[config.mk]
export PLATFORM = sky130hd
export DESIGN_NAME = srtf_tick_scheduler
export DESIGN_NICKNAME = d
export VERILOG_FILES = /design/src/sv/srtf_pkg.sv /design/src/sv/srtf_slot_ram.sv /design/src/sv/srtf_tick_scheduler.sv
export SDC_FILE = /design/constraint.sdc
export NUM_CORES = 1
export LEC_CHECK = 0
export ABC_AREA = 1
export CORE_ASPECT_RATIO = 0.6
export CORE_UTILIZATION = 30
export DETAILED_ROUTE_END_ITERATION = 16
export DONT_BUFFER_PORTS = 1
export PLACE_DENSITY = 0.47
export SYNTH_ARGS = -nofsm -noshare
export SYNTH_HDL_FRONTEND = slang
export SYNTH_SLANG_ARGS = --single-unit
[constraint.sdc]
create_clock -name clk -period 4.5 [get_ports clk]
set_input_delay 0.45 -clock clk [delete_from_list [all_inputs] [get_ports clk]]
set_output_delay 0.45 -clock clk [all_outputs]
set_load 0.02 [all_outputs]
[src/sv/srtf_pkg.sv]
// Shared types and constants for the SRTF tick scheduler.
package srtf_pkg;

  localparam int MaxProcsDef = 16;
  localparam int TimeBitsDef = 16;
  localparam int FieldW      = 16;
  localparam int CountW      = 5;
  localparam int CfgAddrW    = 3;
  localparam int CfgDataW    = 32;

  localparam logic [1:0] CMD_LOAD    = 2'd0;
  localparam logic [1:0] CMD_TICK    = 2'd1;
  localparam logic [1:0] CMD_RESTART = 2'd2;

  localparam logic REG_ACTIVE_COUNT = 1'b0;

  typedef enum logic [2:0] {
    ST_IDLE,
    ST_SCAN,
    ST_LAST,
    ST_UPDATE,
    ST_SWEEP,
    ST_SWEEP_END,
    ST_EMIT
  } state_t;

  typedef struct packed {
    logic [FieldW-1:0] arrival;
    logic [FieldW-1:0] burst;
    logic [FieldW-1:0] remaining;
  } slot_entry_t;

endpackage

[src/sv/srtf_slot_ram.sv]
// Process slot table: one write port, one registered read port.
module srtf_slot_ram
  import srtf_pkg::*;
#(
  parameter int DEPTH = MaxProcsDef
) (
  input  logic                     clk,
  input  logic                     wr_en,
  input  logic [$clog2(DEPTH)-1:0] wr_addr,
  input  slot_entry_t              wr_data,
  input  logic                     rd_en,
  input  logic [$clog2(DEPTH)-1:0] rd_addr,
  output slot_entry_t              rd_data
);

  slot_entry_t mem [DEPTH];
  slot_entry_t rd_data_r;

  always_ff @(posedge clk) begin
    if (wr_en) begin
      mem[wr_addr] <= wr_data;
    end
  end

  always_ff @(posedge clk) begin
    if (rd_en) begin
      rd_data_r <= mem[rd_addr];
    end
  end

  assign rd_data = rd_data_r;

endmodule

[src/sv/srtf_tick_scheduler.sv]
// Shortest-remaining-time-first scheduler over a table of process slots.
//
// Input channel (in_valid / in_stall): a command beat carries cmd, slot,
// arrival and burst. A load writes one slot. A restart sweeps the slot
// table, one slot a cycle. A tick reads the active slots one per cycle
// from the slot memory, picks the least remaining time, updates that slot
// and yields one result beat; the scan covers the clamped active count
// through the single memory read port. A tick with every active slot done
// skips the scan.
// Result channel (out_valid / out_stall): the result sits in an output
// register; the block takes the next command while it waits, and a second
// result holds in ST_EMIT until the first one has left.
// APB port: register 0 is active_count (5 bits, reads back).
// Reset clears time, done flags, active_count to 1 and the channels; slot
// contents stay undefined until loaded.
module srtf_tick_scheduler
  import srtf_pkg::*;
#(
  parameter int MAX_PROCS = MaxProcsDef,
  parameter int TIME_BITS = TimeBitsDef
) (
  input  logic                clk,
  input  logic                rst_n,
  input  logic                in_valid,
  output logic                in_stall,
  input  logic [1:0]          in_cmd,
  input  logic [3:0]          in_slot,
  input  logic [FieldW-1:0]   in_arrival,
  input  logic [FieldW-1:0]   in_burst,
  output logic                out_valid,
  input  logic                out_stall,
  output logic                out_idle,
  output logic [3:0]          out_proc_index,
  output logic                out_finished,
  output logic [FieldW-1:0]   out_completion_time,
  output logic [FieldW-1:0]   out_turnaround,
  output logic [FieldW-1:0]   out_waiting,
  output logic                out_all_done,
  input  logic                psel,
  input  logic                penable,
  input  logic                pwrite,
  input  logic [CfgAddrW-1:0] paddr,
  input  logic [CfgDataW-1:0] pwdata,
  output logic [CfgDataW-1:0] prdata,
  output logic                pready
);

  localparam int IW = $clog2(MAX_PROCS);
  localparam int CW = (TIME_BITS > FieldW) ? TIME_BITS : FieldW;
  localparam int NW = $clog2(MAX_PROCS + 1);
  localparam int LW = (NW > CountW) ? NW : CountW;

  state_t state_r, state_nxt;

  logic [CountW-1:0]    active_count_r;
  logic [TIME_BITS-1:0] time_r;
  logic [MAX_PROCS-1:0] done_r;
  logic [IW-1:0]        issue_idx_r;
  logic                 rd_vld_r;
  logic [IW-1:0]        rd_idx_r;

  logic                 found_r;
  logic [IW-1:0]        best_idx_r;
  logic [FieldW-1:0]    best_arr_r;
  logic [FieldW-1:0]    best_bur_r;
  logic [FieldW-1:0]    best_rem_r;

  logic                 res_idle_r;
  logic [IW-1:0]        res_proc_r;
  logic                 res_fin_r;
  logic [FieldW-1:0]    res_ct_r;
  logic [CW-1:0]        res_tat_r;
  logic [FieldW-1:0]    res_bur_r;

  logic                 out_valid_r;
  logic                 out_idle_r;
  logic [3:0]           out_proc_r;
  logic                 out_fin_r;
  logic [FieldW-1:0]    out_ct_r;
  logic [FieldW-1:0]    out_tat_r;
  logic [FieldW-1:0]    out_wt_r;
  logic                 out_all_done_r;

  // active slot range
  logic [LW-1:0]        ac_ext;
  logic [LW-1:0]        live_last;
  logic [IW-1:0]        last_idx;
  logic [MAX_PROCS-1:0] act_mask;
  logic                 all_done_now;

  always_comb begin
    ac_ext = LW'(active_count_r);
    if (ac_ext == '0) begin
      live_last = '0;
    end else if (ac_ext > LW'(MAX_PROCS)) begin
      live_last = LW'(MAX_PROCS - 1);
    end else begin
      live_last = ac_ext - LW'(1);
    end
    last_idx = IW'(live_last);
    for (int i = 0; i < MAX_PROCS; i++) begin
      act_mask[i] = (LW'(i) <= live_last);
    end
    all_done_now = &(done_r | ~act_mask);
  end

  logic [TIME_BITS-1:0] time_inc;
  assign time_inc = (time_r == '1) ? time_r : time_r + TIME_BITS'(1);

  logic in_acc;
  logic out_free;
  assign in_acc   = in_valid && !in_stall;
  assign out_free = !out_valid_r || !out_stall;
  assign in_stall = (state_r != ST_IDLE);

  // slot memory
  logic        mem_wr_en;
  logic [IW-1:0] mem_wr_addr;
  slot_entry_t mem_wr_data;
  logic        mem_rd_en;
  slot_entry_t rd_data;

  srtf_slot_ram #(
    .DEPTH(MAX_PROCS)
  ) u_ram (
    .clk    (clk),
    .wr_en  (mem_wr_en),
    .wr_addr(mem_wr_addr),
    .wr_data(mem_wr_data),
    .rd_en  (mem_rd_en),
    .rd_addr(issue_idx_r),
    .rd_data(rd_data)
  );

  logic          in_scan;
  logic          in_sweep;
  logic          cand_ready;
  logic          take;
  logic [FieldW-1:0] rem_new;
  logic [CW-1:0] ct_ext;
  logic [CW-1:0] tat_calc;
  logic [CW-1:0] wt_calc;
  logic          load_ok;

  always_comb begin
    in_scan    = (state_r == ST_SCAN) || (state_r == ST_LAST);
    in_sweep   = (state_r == ST_SWEEP) || (state_r == ST_SWEEP_END);
    cand_ready = (CW'(rd_data.arrival) <= CW'(time_r)) && !done_r[rd_idx_r];
    take       = in_scan && rd_vld_r && cand_ready &&
                 (!found_r || (rd_data.remaining < best_rem_r));
    rem_new    = best_rem_r - FieldW'(best_rem_r != '0);
    ct_ext     = CW'(time_inc);
    tat_calc   = (ct_ext >= CW'(best_arr_r)) ? ct_ext - CW'(best_arr_r) : '0;
    wt_calc    = (res_tat_r >= CW'(res_bur_r)) ? res_tat_r - CW'(res_bur_r) : '0;
    load_ok    = in_acc && (in_cmd == CMD_LOAD) && (32'(in_slot) < MAX_PROCS);
  end

  // next state
  always_comb begin
    state_nxt = state_r;
    unique case (state_r)
      ST_IDLE: begin
        if (in_acc) begin
          unique case (in_cmd)
            CMD_TICK:    state_nxt = all_done_now ? ST_EMIT : ST_SCAN;
            CMD_RESTART: state_nxt = ST_SWEEP;
            default:     state_nxt = ST_IDLE;
          endcase
        end
      end
      ST_SCAN:      if (issue_idx_r == last_idx) state_nxt = ST_LAST;
      ST_LAST:      state_nxt = ST_UPDATE;
      ST_UPDATE:    state_nxt = ST_EMIT;
      ST_SWEEP:     if (issue_idx_r == IW'(MAX_PROCS - 1)) state_nxt = ST_SWEEP_END;
      ST_SWEEP_END: state_nxt = ST_IDLE;
      ST_EMIT:      if (out_free) state_nxt = ST_IDLE;
      default:      state_nxt = ST_IDLE;
    endcase
  end

  // memory port control
  always_comb begin
    mem_rd_en   = (state_r == ST_SCAN) || (state_r == ST_SWEEP);
    mem_wr_en   = 1'b0;
    mem_wr_addr = rd_idx_r;
    mem_wr_data = rd_data;
    if (load_ok) begin
      mem_wr_en             = 1'b1;
      mem_wr_addr           = IW'(in_slot);
      mem_wr_data.arrival   = in_arrival;
      mem_wr_data.burst     = in_burst;
      mem_wr_data.remaining = in_burst;
    end else if (in_sweep && rd_vld_r) begin
      // reload remaining time from burst
      mem_wr_en             = 1'b1;
      mem_wr_data.remaining = rd_data.burst;
    end else if ((state_r == ST_UPDATE) && found_r) begin
      mem_wr_en             = 1'b1;
      mem_wr_addr           = best_idx_r;
      mem_wr_data.arrival   = best_arr_r;
      mem_wr_data.burst     = best_bur_r;
      mem_wr_data.remaining = rem_new;
    end
  end

  // control registers
  always_ff @(posedge clk) begin
    if (!rst_n) begin
      state_r        <= ST_IDLE;
      active_count_r <= CountW'(1);
      time_r         <= '0;
      done_r         <= '0;
      rd_vld_r       <= 1'b0;
      found_r        <= 1'b0;
      out_valid_r    <= 1'b0;
    end else begin
      state_r  <= state_nxt;
      rd_vld_r <= mem_rd_en;
      if (psel && penable && pwrite && (paddr[2] == REG_ACTIVE_COUNT)) begin
        active_count_r <= pwdata[CountW-1:0];
      end
      if (in_acc && (in_cmd == CMD_RESTART)) begin
        time_r <= '0;
        done_r <= '0;
      end
      if (in_acc && (in_cmd == CMD_TICK)) begin
        found_r <= 1'b0;
      end else if (take) begin
        found_r <= 1'b1;
      end
      if (state_r == ST_UPDATE) begin
        time_r <= time_inc;
        if (found_r && (rem_new == '0)) begin
          done_r[best_idx_r] <= 1'b1;
        end
      end
      if ((state_r == ST_EMIT) && out_free) begin
        out_valid_r <= 1'b1;
      end else if (!out_stall) begin
        out_valid_r <= 1'b0;
      end
    end
  end

  // datapath registers
  always_ff @(posedge clk) begin
    rd_idx_r <= issue_idx_r;
    if (state_r == ST_IDLE) begin
      issue_idx_r <= '0;
    end else if (mem_rd_en) begin
      issue_idx_r <= issue_idx_r + IW'(1);
    end

    if (take) begin
      best_idx_r <= rd_idx_r;
      best_arr_r <= rd_data.arrival;
      best_bur_r <= rd_data.burst;
      best_rem_r <= rd_data.remaining;
    end

    if (in_acc && (in_cmd == CMD_TICK)) begin
      // every tick starts idle with zero figures, as an all-done tick reports
      res_idle_r <= 1'b1;
      res_proc_r <= '0;
      res_fin_r  <= 1'b0;
      res_ct_r   <= '0;
      res_tat_r  <= '0;
      res_bur_r  <= '0;
    end else if ((state_r == ST_UPDATE) && found_r) begin
      res_idle_r <= 1'b0;
      res_proc_r <= best_idx_r;
      if (rem_new == '0) begin
        res_fin_r <= 1'b1;
        res_ct_r  <= FieldW'(time_inc);
        res_tat_r <= tat_calc;
        res_bur_r <= best_bur_r;
      end
    end

    if ((state_r == ST_EMIT) && out_free) begin
      out_idle_r     <= res_idle_r;
      out_proc_r     <= 4'(res_proc_r);
      out_fin_r      <= res_fin_r;
      out_ct_r       <= res_ct_r;
      out_tat_r      <= FieldW'(res_tat_r);
      out_wt_r       <= FieldW'(wt_calc);
      out_all_done_r <= all_done_now;
    end
  end

  assign out_valid           = out_valid_r;
  assign out_idle            = out_idle_r;
  assign out_proc_index      = out_proc_r;
  assign out_finished        = out_fin_r;
  assign out_completion_time = out_ct_r;
  assign out_turnaround      = out_tat_r;
  assign out_waiting         = out_wt_r;
  assign out_all_done        = out_all_done_r;

  assign pready = 1'b1;
  assign prdata = (paddr[2] == REG_ACTIVE_COUNT) ? CfgDataW'(active_count_r) : '0;

endmodule

# --- Word level (Yosys, flattened, before mapping) ---
# Memories as Yosys holds them, arrays and structs flattened. A register that Yosys moved wholly into a read port is not among the register bits.
# Index checks and enable logic that the tools add are counted.
word_totals:
  n_memories: 1
  ram_bits: 768
  output_inout_bits: 90
  ff_bits: 212
op_classes:
  add_sub_neg: 6
  n_mux: 36
  n_bitwise: 5
  n_eq_ne: 16
  n_lt_le_gt_ge: 24
  n_reduce_logical: 37
memory_table:
  columns: ["name", "words", "width", "read_ports", "rd_clocked_by_memory_dff", "write_ports", "line", "text"]
  rows:
  - ["u_ram.mem", 16, 48, 1, 1, 1, "srtf_slot_ram.sv:16", "slot_entry_t mem [DEPTH];"]
op_table:
  columns: ["cell", "count"]
  rows:
  - ["16-bit two-way mux", 9]
  - ["48-bit two-way mux", 2]
  - ["4-bit by 5-bit less-or-equal comparator with 1-bit output (first input constant)", 8]
  - ["16-bit >= comparator", 2]
  - ["32-bit two-way mux", 1]
  - ["16-bit OR", 2]
  - ["16-bit subtractor", 2]
  - ["3-bit by 5-bit less-or-equal comparator with 1-bit output (first input constant)", 4]
  - ["3-bit one-hot mux with 6 select lines", 1]
  - ["16-bit by 1-bit adder with 16-bit output (second input constant)", 1]
  - ["16-bit == test (second input constant)", 1]
  - ["16-bit less-or-equal comparator", 1]
  - ["1-bit logical AND", 16]
  - ["16-bit zero test", 1]
  - ["16-bit less-than comparator", 1]
  - ["16-bit NOT", 1]
  - ["16-bit AND reduction", 1]
  - ["16-bit nonzero test", 1]
  - ["16-bit by 1-bit subtractor with 16-bit output", 1]
  - ["3-bit two-way mux", 5]
  - ["5-bit two-way mux", 3]
  - ["4-bit two-way mux", 3]
  - ["1-bit by 5-bit less-or-equal comparator with 1-bit output (first input constant)", 2]
  - ["2-bit by 5-bit less-or-equal comparator with 1-bit output (first input constant)", 2]
  - ["29 further kinds", 53]

# --- Depth between registers and ports, before layout ---
logic_depth:
  depth_word: 11
  depth_mapped: 22
  mapped_depth_nobuf: 22

# --- Cells and area by module ---
# Synthesis repeated with hierarchy kept, for this count alone.
hier_totals:
  hier_cells: 4822
  hier_area_um2: 47038.9
by_module_without_submodules:
  columns: ["module", "n_inst", "seq_area_each_um2", "area_each_um2", "cells_per_inst"]
  rows:
  - ["srtf_slot_ram", 1, 24503.5, 34469.3, 3165]
  - ["srtf_tick_scheduler", 1, 5315.1, 12569.6, 1657]

# --- Worst setup path before layout ---
# OpenSTA, ideal clock, no wires.
synth_timing:
  path_type: "flip-flop to flip-flop"
  start: "register state_r[1]"
  end: "memory u_ram.mem[4][0] in the netlist's numbering (enable)"
  path_stages_with_launch: 14
  period_less_slack_ns: 4.140
  path_buffers: 1
  t_arrival_ns: 3.687
  setup_slack_ns: 0.360
  t_required_ns: 4.046
  setup_time_ns: 0.454
  path_cell_list: "dfxtp_1 inv_1 nor3_2 inv_2 nor2_4 inv_1 clkbuf_1 nand2_1 nand2_1 nand2_1 nand2_1 inv_1 nand2_1 nor2_1"
synth_via:
  elab_chain_len: 7
  elab_cells_between_ends: 18
  cone_classes: "eq/ne (3); mux (8); reduce/logical (7)"
synth_rtl:
  columns: ["item", "line", "text"]
  rows:
  - ["start, declared", "srtf_tick_scheduler.sv:53", "state_t state_r, state_nxt;"]
  - ["start signal, assigned", "srtf_tick_scheduler.sv:217", "state_r <= state_nxt;"]
  - ["3-bit by 2-bit == test with 1-bit output, or another cell as far along", "srtf_tick_scheduler.sv:197", "end else if ((state_r == ST_UPDATE) && found_r) begin"]
  - ["1-bit logical AND, or another cell as far along", "srtf_tick_scheduler.sv:197", null]
  - ["1-bit two-way mux, or another cell as far along", "srtf_tick_scheduler.sv:197", null]
  - ["1-bit two-way mux or 1-bit logical AND (tied branches)", "srtf_tick_scheduler.sv:193, srtf_tick_scheduler.sv:155", null]
  - ["1-bit two-way mux", "srtf_tick_scheduler.sv:187", "if (load_ok) begin"]
  - ["1-bit two-way mux", "srtf_slot_ram.sv:20", "if (wr_en) begin"]
  - ["1-bit two-way mux (implied by the code)", "srtf_slot_ram.sv:21", "mem[wr_addr] <= wr_data;"]
  - ["end, declared", "srtf_slot_ram.sv:16", null]
# Parallel ways exist; a longest one is shown, timed or not.

# --- Worst setup path after layout ---
layout_timing:
  start: "register time_r[0]"
  end: "register res_tat_r[9]"
layout_via:
  elab_chain_len: 4
  elab_cells_between_ends: 6
  cone_classes: "add/sub (2); order compare (1); eq/ne (1); mux (2)"
layout_rtl:
  columns: ["item", "line", "text"]
  rows:
  - ["start, declared", "srtf_tick_scheduler.sv:56", "logic [TIME_BITS-1:0] time_r;"]
  - ["start signal, assigned", "srtf_tick_scheduler.sv:232", "time_r <= time_inc;"]
  - ["16-bit by 1-bit adder with 16-bit output or 16-bit == test (tied branches)", "srtf_tick_scheduler.sv:108", "assign time_inc = (time_r == '1) ? time_r : time_r + TIME_BITS'(1);"]
  - ["16-bit two-way mux *", "srtf_tick_scheduler.sv:108", null]
  - ["via ct_ext[1]", "srtf_tick_scheduler.sv:140", "logic [CW-1:0] ct_ext;"]
  - ["16-bit subtractor or 16-bit >= comparator (tied branches)", "srtf_tick_scheduler.sv:153", "tat_calc = (ct_ext >= CW'(best_arr_r)) ? ct_ext - CW'(best_arr_r) : '0;"]
  - ["16-bit two-way mux *", "srtf_tick_scheduler.sv:153", null]
  - ["end signal, assigned", "srtf_tick_scheduler.sv:275", "res_tat_r <= tat_calc;"]
  - ["end, declared", "srtf_tick_scheduler.sv:72", "logic [CW-1:0] res_tat_r;"]
# The timed path passes the listed nets; every way through them passes the cells marked *.
# A chain may end at the register's enable or synchronous reset.

==> metrics.txt <==
largest net degree at the start of global routing=149; Final Hold Viols=0; synthesized area=0.0438 mm²; Layout fillers=~14000; share of layout cells above drive strength 1=8.67%; setup repair after global routing missed its margin=no; Setup TNS=0 ps; Pins Over Slew Limit=0; vias post-DR=29000; R2R setup slack=590 ps; Die H=298 µm; synthesized instance count=3743; slew margin rel.=17.5%; P_leak=16.8 nW; first-pass GRT wire length=about 190 mm; period utilisation layout=86.9%; peak supply drop=644 µV; Final #Nets=3912; Post-CTS Setup Inserts=0; clk_lat worst skew=roughly 710 ps; # setup viols final=0; GR Overflow Total=0; PwrDens=585 mW/mm²; Post-synth EDFFs=923; global routing's busiest layer=met1; Die Width=495 µm; core box area=0.145 mm²; worst path arrival time=4540 ps; #FFs+latches synth=a little over 1000; required time worst endpoint=5130 ps; Wirelength per Cell=approximately 22 µm; grt met2 use=22.8%; max frequency=0.256 GHz; min-delay worst type=in2reg; Starting Density=30.3%; CTS Root Buffer Type=clkbuf_16; Clock Tree Buf Depth=3; synth unique cells=51; FF/Latch Area=0.0298 mm²; detailed placement HPWL=78.4 mm; outcome=finished, final reports clean; initial antenna violation count=15; CP startpoint kind=flop; area taken by multi-input logic gates=0.0125 mm²; DP Area=0.0466 mm²; DR DRC count=0; Worst setup EP type=flop; Pwr Total=0.0291 W; Routed Antenna Nets=0; met3 GRT Util=3.29%; CTS tree=yes; drt via density=5.03; Pre-antenna DRT Iters=5; Layout area overhead=13.8%; # rows=108; Syn Area/Cell=approximately 12 µm²; crit path kind=reg2reg; Post-Layout Inst Area=0.0499 mm²; I/O pins=170; Synth Flop Type=edfxtp_1; CTS sink count=1028; Final min period=3910 ps; Worst Tran Pin Value=1240 ps; final wirelength=129 mm; CTS H-tree depth=3; count of input and output buffers=0; sequential area share after synthesis=68.1%; die area=around 0.15 mm²; Setup Skew=roughly 29 ps; DR iter-0 viols=3271; Async SR Flop Fraction=0%; Max Cap Viol=0; Tot GR Track Use=about 17%; clock slew at reported path FFs=70 ps; Ys Warns=0; Max Fanout on Critical Path=16; CTS buffer count=96; placer congestion estimate=0.905; CTS resizes=0; number of global-route vias before repair=26400; M1 GR Usage=28.0%
## kinds of logic (layout without fill, tap and decap cells)
| logic type | count (synthesis) | count (layout) | synth area share, % |
|---|---|---|---|
| adder cells (fa/ha/maj) | 73 | 73 | 2.12 |
| AO/OA/AOI/OAI | 711 | 711 | 10.2 |
| multiplexers | 88 | 88 | 2.01 |
| XOR/XNOR | 43 | 43 | 0.860 |
| AND/OR/NAND/NOR | 1370 | 1370 | 12.7 |
| other | 2 | 37 | 0.0171 |
| buffers and inverters | 428 | 500 | 4.02 |
| flip-flops | 1028 | 1028 | 68.1 |
## flip-flops by register name, indices dropped and copies added, names as in the netlist, 4 cells and up
register and cells:
done_r 16, res_proc_r 4, u_ram.rd_data 48, res_ct_r 16, out_completion_time 16, best_bur_r 16
res_tat_r 16, time_r 16, ac_ext 5, rd_idx_r 4, best_idx_r 4, res_bur_r 16
out_turnaround 16, best_arr_r 16, best_rem_r 16, u_ram.mem 768, out_proc_index 4, issue_idx_r 4
out_waiting 16
## stage by stage
step	setup slack [ps]	cells	utilization [%]	hold WS, ps
CTS	660	5766	34.4	79.0
global route	210	5775	34.5	102
detailed placement	685	5579	32.2	418
floorplan	360	3769	-	329
global placement	758	5579	32.2	419
finish	590	5775	34.5	128
## worst paths after layout
check          startpoint                 endpoint  cells past startpoint
max             time_r[0]             res_tat_r[9]                     19
min             out_stall        out_turnaround[1]                      1
max reg2reg     time_r[0]             res_tat_r[9]                     19
min reg2reg  res_ct_r[13]  out_completion_time[13]                      0
## layout make-up
cell class,instances,area share [%]
flip-flops and latches,1028,59.8
multi-input cells,2313,25.1
clock buffers,124,5.38
well taps,1925,4.83
repair buffers,117,2.27
inverters,203,1.54
clock inverters,56,1.00
diodes,9,0.0452
## placed cells by master, fill, tap and decap left out, types with 91 or more instances in the layout
cell type	n
edfxtp_1	923
a21oi_1	158
inv_1	189
o32ai_1	113
buf_4	91
dfxtp_1	102
nor2_1	518
o21ai_0	273
nand3_1	151
clkbuf_16	102
nand2_1	597
## where the power goes
group	switching (W)	total [W]	internal, W	leakage, nW
sequential	0.000520	0.0127	0.0121	9.19
combinational	0.00569	0.00808	0.00239	6.11
clock	0.00372	0.00840	0.00468	1.55
## worst max-delay path, cell delays in order (launching register included)
cell and delay (ps):
dfxtp_1 440, ha_1 210, inv_1 70, nor3_1 330, nand3_1 140, nor2_1 110, nand2_1 150, inv_1 190
nor2_1 60, a21oi_1 270, inv_1 130, fa_1 440, o21ai_1 140, a21oi_1 120, o21ai_1 310, nand3_1 110
o311ai_1 90, buf_4 270, nand3_1 110, a21oi_1 140
## repair_timing
action / 4_1_cts / 5_1_grt
hold buffers: 7 / 0
setup endpoints to repair: 0 / 0
endpoints found under the hold margin: 9 / 0
## cell usage after synthesis, drive strengths merged, types with 5 or more instances
library cell / n / area, µm²
edfxtp: 923 / 27700
nand2: 609 / 2310
nor2: 543 / 2070
o21ai: 282 / 1410
inv: 198 / 743
a21oi: 169 / 883
clkbuf: 158 / 593
nand3: 155 / 798
o32ai: 113 / 990
dfxtp: 105 / 2100
mux2i: 88 / 881
o221ai: 81 / 709
ha: 71 / 888
buf: 67 / 405
xor2: 34 / 298
nand4: 31 / 194
o211ai: 21 / 158
nor3: 18 / 95.1
a31oi: 17 / 106
xnor2: 9 / 78.8
nand3b: 7 / 52.6
clkinv: 5 / 18.8
o2111ai: 5 / 43.8
o21a: 5 / 37.5
o31ai: 5 / 37.5
## routing by layer
metal	share of wire [%]	up-vias	wire (µm)
li1	-	13500	-
met3	6.2	135	8060
met4	1.6	4	2110
met5	0.019	-	24
met2	40	879	51900
met1	52	14500	67200
(Power assumes the default switching activity.)
